==> src/rtl/hpq_pkg.sv <==
// Shared types and codes for the min-heap priority queue.
`timescale 1ns / 1ps

package hpq_pkg;

  localparam int KEY_BITS    = 24;
  localparam int COORD_BITS  = 12;
  localparam int HANDLE_BITS = 16;
  localparam int MODE_BITS   = 2;
  localparam int STATUS_BITS = 2;
  localparam int CNT_BITS    = 9;

  // Operation codes carried in the mode field.
  localparam logic [MODE_BITS-1:0] MODE_INSERT  = 2'd0;
  localparam logic [MODE_BITS-1:0] MODE_EXTRACT = 2'd1;
  localparam logic [MODE_BITS-1:0] MODE_FIND    = 2'd2;
  localparam logic [MODE_BITS-1:0] MODE_CLEAR   = 2'd3;

  // Result status codes.
  localparam logic [STATUS_BITS-1:0] ST_OK    = 2'd0;
  localparam logic [STATUS_BITS-1:0] ST_EMPTY = 2'd1;
  localparam logic [STATUS_BITS-1:0] ST_FULL  = 2'd2;

  // One stored heap entry.
  typedef struct packed {
    logic [KEY_BITS-1:0]    cost;
    logic [COORD_BITS-1:0]  x;
    logic [COORD_BITS-1:0]  y;
    logic [HANDLE_BITS-1:0] handle;
  } entry_t;

  typedef struct packed {
    logic [MODE_BITS-1:0]   mode;
    logic [KEY_BITS-1:0]    cost_key;
    logic [COORD_BITS-1:0]  coord_x;
    logic [COORD_BITS-1:0]  coord_y;
    logic [HANDLE_BITS-1:0] node_handle;
  } in_t;

  typedef struct packed {
    logic [STATUS_BITS-1:0] status;
    logic [KEY_BITS-1:0]    out_cost;
    logic [COORD_BITS-1:0]  out_x;
    logic [COORD_BITS-1:0]  out_y;
    logic [HANDLE_BITS-1:0] out_handle;
    logic [CNT_BITS-1:0]    entry_count;
    logic                   is_empty;
  } out_t;

endpackage

==> src/rtl/hpq_cmp.sv <==
// Shared compare unit: strict cost less-than and coordinate match.
`timescale 1ns / 1ps

module hpq_cmp
  import hpq_pkg::*;
(
  input  entry_t a,
  input  entry_t b,
  output logic   lt,
  output logic   xy_eq
);

  assign lt    = a.cost < b.cost;
  assign xy_eq = (a.x == b.x) && (a.y == b.y);

endmodule

==> config.mk <==
export PLATFORM = sky130hd
export DESIGN_NAME = hpq_cmp
export DESIGN_NICKNAME = d
export VERILOG_FILES = /design/src/rtl/hpq_pkg.sv /design/src/rtl/hpq_cmp.sv
export SDC_FILE = /design/constraint.sdc
export NUM_CORES = 1
export LEC_CHECK = 0
export ABC_AREA = 1
export BUFFER_PORTS_ARGS = -buffer_cell sky130_fd_sc_hd__buf_2
export CORE_ASPECT_RATIO = 0.75
export CORE_MARGIN = 8
export CORE_UTILIZATION = 35
export DETAILED_ROUTE_END_ITERATION = 7
export MAX_ROUTING_LAYER = met4
export PLACE_DENSITY = 0.95
export SLEW_MARGIN = 20
export SYNTH_ARGS = -nofsm -noshare
export SYNTH_HDL_FRONTEND = slang
export SYNTH_SLANG_ARGS = --single-unit
==> constraint.sdc <==
create_clock -name vclk -period 2.5
set_input_delay 0.125 -clock vclk [all_inputs]
set_output_delay 0.125 -clock vclk [all_outputs]
set_load 0.05 [all_outputs]
Yosys cells after proc, flatten, opt, wreduce, memory -nomap -nowiden
Cells that the tools add are included.

cells by class
  reductions and logical operators = 1
  magnitude comparators = 1
  equal/unequal tests = 2

operators with widths
  cell                  count
  12-bit equality test  2
  24-bit < comparator   1
  1-bit logical AND     1

storage, ports and cells
  bits in registers = 0
  input port bits = 128

Logic depth before layout (Yosys ltp)
Gate-level depths: netlist of run 1.

  depth after elaboration = 2
  depth in mapped cells = 11
  depth with buffers taken out = 11

Least setup slack after synthesis of run 1
OpenSTA, ideal clock, no wires.

  kind = in2out
  from = input b[45] in the netlist's numbering
  to = output lt
  data arrival time = 1276 ps
  buffers on the path = 0
  slack = 1099 ps
  stages on the path = 7
  cell sequence = inv_1 > ha_1 > a21oi_1 > nor2_1 > nor3_1 > nand2_1 > a21oi_2

on the way
  word-level cells in the longest chain between the ends = 1

RTL lines
  element              line           RTL
  start, declared      hpq_cmp.sv:8   input entry_t b,
  24-bit < comparator  hpq_cmp.sv:13  assign lt = a.cost < b.cost;
  end, declared        hpq_cmp.sv:9   output logic lt,

No other way between the ends.

Worst setup path in the final report of run 1
  from = input a[45] in the netlist's numbering
  to = output lt

on the way
  word-level cells in the longest chain between the ends = 1

RTL lines
  element              line           RTL
  start, declared      hpq_cmp.sv:7   input entry_t a,
  24-bit < comparator  hpq_cmp.sv:13

No other way between the ends.

==> results of run 1 <==
-- per-layer routing --
layer	GRT usage [%]	routed length, microns	vias up
met5	-	0	-
met4	0	0	0
met3	3.207	229	0
met2	29.56	1810	46
met1	12.05	1145	502
li1	-	-	685
-- path summary, 6_finish.rpt --
path              start    end  slack, ps  cells after the start
setup / recovery  a[45]     lt       1030                      8
hold / removal    a[23]  xy_eq        780                      7
-- cells by family (layout without fill, tap and decap cells) --
kind of cell	after synthesis	after routing	share of synthesized area, %
AO/OA/AOI/OAI	13	13	7.520
AND/OR/NAND/NOR	66	66	28.63
buffers and inverters	38	136	15.04
adder cells (fa/ha/maj)	23	23	30.34
XOR/XNOR	20	20	18.47
-- stage by stage --
stage               hold WS (ps)  setup WS (ps)  utilization [%]  area, sq um
global placement           772.6           1057            57.02         1484
CTS                        786.1           1016            57.02         1484
detailed placement         781.2           1025            57.02         1484
finish                     780.9           1030            57.02         1484
floorplan                  614.5           1099                -        948.4
global route               855.0          941.0            57.02         1484
-- layout make-up --
cell class                      count  area (sq um)  area share, %
Timing Repair Buffer               98         490.5          33.05
Inverter                           38         142.6          9.612
Tap cell                           36         45.04          3.035
Multi-Input combinational cell    122         805.8          54.30
-- power by group --
group / internal (W) / switching [W]
combinational: 0.000119 / 0.000100
clock: 0 / 0
sequential: 0 / 0
-- cell usage in the layout, fill, tap and decap left out, drive strengths merged --
cell type  Yosys  routed
buf            0      98
nand4          2       2
xor2           2       2
inv           38      38
o21ai          3       3
a21oi          9       9
nor3           2       2
a21o           1       1
or2            2       2
nand3          5       5
nand2         40      40
ha            23      23
xnor2         18      18
nor2          15      15
==> flow_metrics.tcl, run 1 <==
set metrics [dict create \
    status "completed" \
    grt_overflow 0 \
    cts_hold_buf 0 \
    yosys-top-cells-area "ha_1 (30%), xnor2_1 (17%), nand2_1 (16%)" \
    yosysTopAreaCell "ha_1" \
    seq_cell_count 0 \
    start_util_pct 36.44 \
    drtIter0Drc 24 \
    cp_common_cell "buf_2" \
    antenna_found_initial 0 \
    stdcell_count 294 \
    ys_seq_area_share_pct 0 \
    netlist_area_sq_um 948.4 \
    path_buf_inv 2 \
    max_cap_violations 0 \
    cpPeakStageDelay_ps 290 \
    final_hold_viol_count 0 \
    worstHoldPathType "in2out" \
    routed_wl_microns 3184 \
    place.gp.congestion 0.7647 \
    synth_cells 160 \
    peakVddDrop_uv 66.38 \
    synth_most_common_cell "nand2_1" \
    grt_max_degree 4 \
    pwr_density_cell_mw_per_mm2 147.8 \
    nets 411 \
    crit_chain "buf_2, ha_1, a21oi_1, nor2_1, nor3_1, nand2_1, a21oi_2, buf_2" \
    setup_viol 0 \
    final.min_clock_period_ps 1470 \
    synth_common_cells "nand2_1 (40), inv_1 (38), ha_1 (23)" \
    num_vias 1233 \
    grt_usage_pct 13.32 \
    core_sq_mm 0.002603 \
    finalCritPeriodShare_pct 58.80 \
    post_cts_buffers 0 \
    synth.distinct_cells 16 \
    setup_tns_ps 0 \
    arrival_ps 1350 \
    slew_violations 0 \
    drive_above_1_share_pct 38.76 \
    num_rows 16 \
    clkbuf_count 0 \
    critPathRequiredTime_ps 2380 \
    dp.final_hpwl_microns 3123 \
    diodes 0 \
    die_area_sq_mm 0.004649 \
    final-seq-area_sq_um 0 \
    cts_resized 0 \
    synth_nets 311 \
    grt_pass1_wl_microns 5237 \
    die_y_microns 61.08 \
    netlist.area_leader.share_pct 30.34 \
    p_leak_nw 0.9778 \
    wl_per_cell_microns 10.83 \
    port_buffers 98 \
    critical_path_class "in2out" \
    yosysWarnings 0 \
    grt_pass1_vias 1341 \
    cp_max_fo 2 \
    vias_per_cell 4.194 \
    power_w 0.0002193 \
    fmax_mhz 680.3 \
    post-route-drc-count 0 \
    end_kind "output port" \
    synthToLayoutAreaGrowth_pct 56.46 \
    chipWidth_microns 76.11 \
    io_pins 130 \
    tightestPinTransition_ps 260.0 \
    cp_top_family "buffers and inverters" \
    rsz0062_at_grt "no" \
    dr.pass1.iters 4 \
    syn_area_per_cell_sq_um 5.928 \
    final_antenna_net_count 0 \
    dp_cells 294 \
    fillCellCount 263 \
    critPathLaunchType "input port" \
    crit_path_top_delay_cell "ha_1" \
    relSlewSlack_pct 82.79 \
]
(Power assumes the default switching activity.)
==> run 2, diff against run 1 <==
--- a/config.mk
+++ b/config.mk
@@ -9,10 +9,10 @@
 export BUFFER_PORTS_ARGS = -buffer_cell sky130_fd_sc_hd__buf_2
 export CORE_ASPECT_RATIO = 0.75
 export CORE_MARGIN = 8
-export CORE_UTILIZATION = 35
+export CORE_UTILIZATION = 29
 export DETAILED_ROUTE_END_ITERATION = 7
 export MAX_ROUTING_LAYER = met4
-export PLACE_DENSITY = 0.95
+export PLACE_DENSITY = 0.91
 export SLEW_MARGIN = 20
 export SYNTH_ARGS = -nofsm -noshare
 export SYNTH_HDL_FRONTEND = slang
==> constraint.sdc (replaced) <==
create_clock -name vclk -period 1.19
set_input_delay 0.0595 -clock vclk [all_inputs]
set_output_delay 0.0595 -clock vclk [all_outputs]
set_load 0.05 [all_outputs]
==> run 2 against run 1 <==
- the run now ends with setup timing left
- count of clock-buffer cells in the layout unchanged
- wire length increased by 15%
- hold slack lost 140 ps
- largest power group unchanged
==> flow_metrics.tcl, run 2 (synthesized netlist as in run 1, its figures left out) <==
set metrics [dict create \
    status "finished, violations left" \
    violations "setup timing" \
    fin_area_sq_mm 0.001755 \
    max_cap_violations 0 \
    post-route-drc-count 0 \
    cp_max_fo 2 \
    routed_wl_microns 3661 \
    num_rows 18 \
    p_leak_nw 0.9884 \
    rsz0062_at_grt "yes" \
    dp_cells 299 \
    grt_pass1_wl_microns 4954 \
    setup_viol 1 \
    dp.final_hpwl_microns 3008 \
    final-seq-area_sq_um 0 \
    num_vias 1286 \
    vias_per_cell 4.301 \
    drtIter0Drc 16 \
    critPathRequiredTime_ps 1130 \
    hold_depth 7 \
    crit_chain "buf_2, ha_1, nand2_2, inv_2, nand4_1, inv_1, nand2_2, nand2_2, a21oi_4, buf_8" \
    fin_ws_ps -31.82 \
    critical_path_class "in2out" \
    final_antenna_net_count 0 \
    cts_hold_buf 0 \
    port_buffers 98 \
    cp_common_cell "nand2_2" \
    path_buf_inv 4 \
    drive_above_1_share_pct 54.05 \
    start_util_pct 29.66 \
    pre_cts_slack_ps -163.7 \
    relSlewSlack_pct 82.63 \
    layout_common_cells "buf_2 (94), nand2_1 (32), inv_1 (28), xnor2_1 (18), ha_4 (14)" \
    diodes 0 \
    die_area_sq_mm 0.005375 \
    hold_end "xy_eq" \
    chipWidth_microns 82.04 \
    power_w 0.0006051 \
    critPathLaunchType "input port" \
    dr.pass1.iters 2 \
    wl_per_cell_microns 12.24 \
    placed_area_sq_mm 0.001504 \
    grt_usage_pct 11.16 \
    stdcell_count 299 \
    end_kind "output port" \
    synthToLayoutAreaGrowth_pct 85.09 \
    tightestPinTransition_ps 262.4 \
    cp_top_family "buffers and inverters" \
    antenna_found_initial 0 \
    final_hold_viol_count 0 \
    worstHoldPathType "in2out" \
    finalCritPeriodShare_pct 102.7 \
    multi_input_area_sq_mm 0.001033 \
    crit_start "a[62]" \
    place.gp.congestion 0.7645 \
    fillCellCount 317 \
    fmax_mhz 818.5 \
    pwr_density_cell_mw_per_mm2 344.7 \
    final.min_clock_period_ps 1222 \
    slew_violations 0 \
    io_pins 130 \
    grt_max_degree 4 \
    grt_pass1_vias 1239 \
    final_common_cell "buf_2" \
    core_sq_mm 0.003198 \
    crit_path_top_delay_cell "ha_1" \
    grt_overflow 0 \
    die_y_microns 65.53 \
    final_util_pct 54.89 \
    cpPeakStageDelay_ps 290 \
    seq_cell_count 0 \
    nets 412 \
    peakVddDrop_uv 160.7 \
    min_from "a[27]" \
    clkbuf_count 0 \
    arrival_ps 1160 \
]
run 2: cell count changes in the layout (fill, tap and decap cells not counted), sizes merged:
cell,before,now
buf,98,99
run 2: how the worst max path moves through the flow:
stage	end	slack [ps]	cells after the start
finish	lt	-30	10
global route	lt	-120	13
CTS	lt	-70	9
detailed placement	lt	-160	9
global placement	lt	-150	10
floorplan	xy_eq	40	4
run 2: routing by layer:
| layer | up-vias | wire, microns | track usage [%] |
|---|---|---|---|
| met5 | - | 0 | - |
| met4 | 0 | 23 | 0.8734 |
| met3 | 2 | 161 | 0.4087 |
| met2 | 33 | 2189 | 21.34 |
| met1 | 563 | 1286 | 12.91 |
| li1 | 688 | - | - |
run 2: through the flow:
stage | TNS [ps] | hold WS (ps)
2_1_floorplan | 0 | 483.5
3_3_place_gp | -153.2 | 644.7
3_5_place_dp | -163.7 | 648.7
4_1_cts | -67.88 | 648.7
5_1_grt | -122.3 | 690.2
6_report | -31.82 | 641.4
run 2: what timing repair did:
action / 4_1_cts / 5_1_grt
buffers inserted: 0 / 0
pin swaps: 9 / 18
resized for setup: 8 / 38
gates cloned: 0 / 0
endpoints found under the setup margin: 1 / 1
run 2: area by class of cell:
cell class | instances | share of cell area, %
Tap cell | 40 | 2.851
Inverter | 38 | 8.268
Timing Repair Buffer | 99 | 30.01
Multi-Input combinational cell | 122 | 58.87
run 2: where the power goes:
part,switching (W),leakage (nW),internal (W)
Combinational,0.000276,0.988,0.000329
Clock,0,0,0
Sequential,0,0,0
Total,0.000276,0.988,0.000329
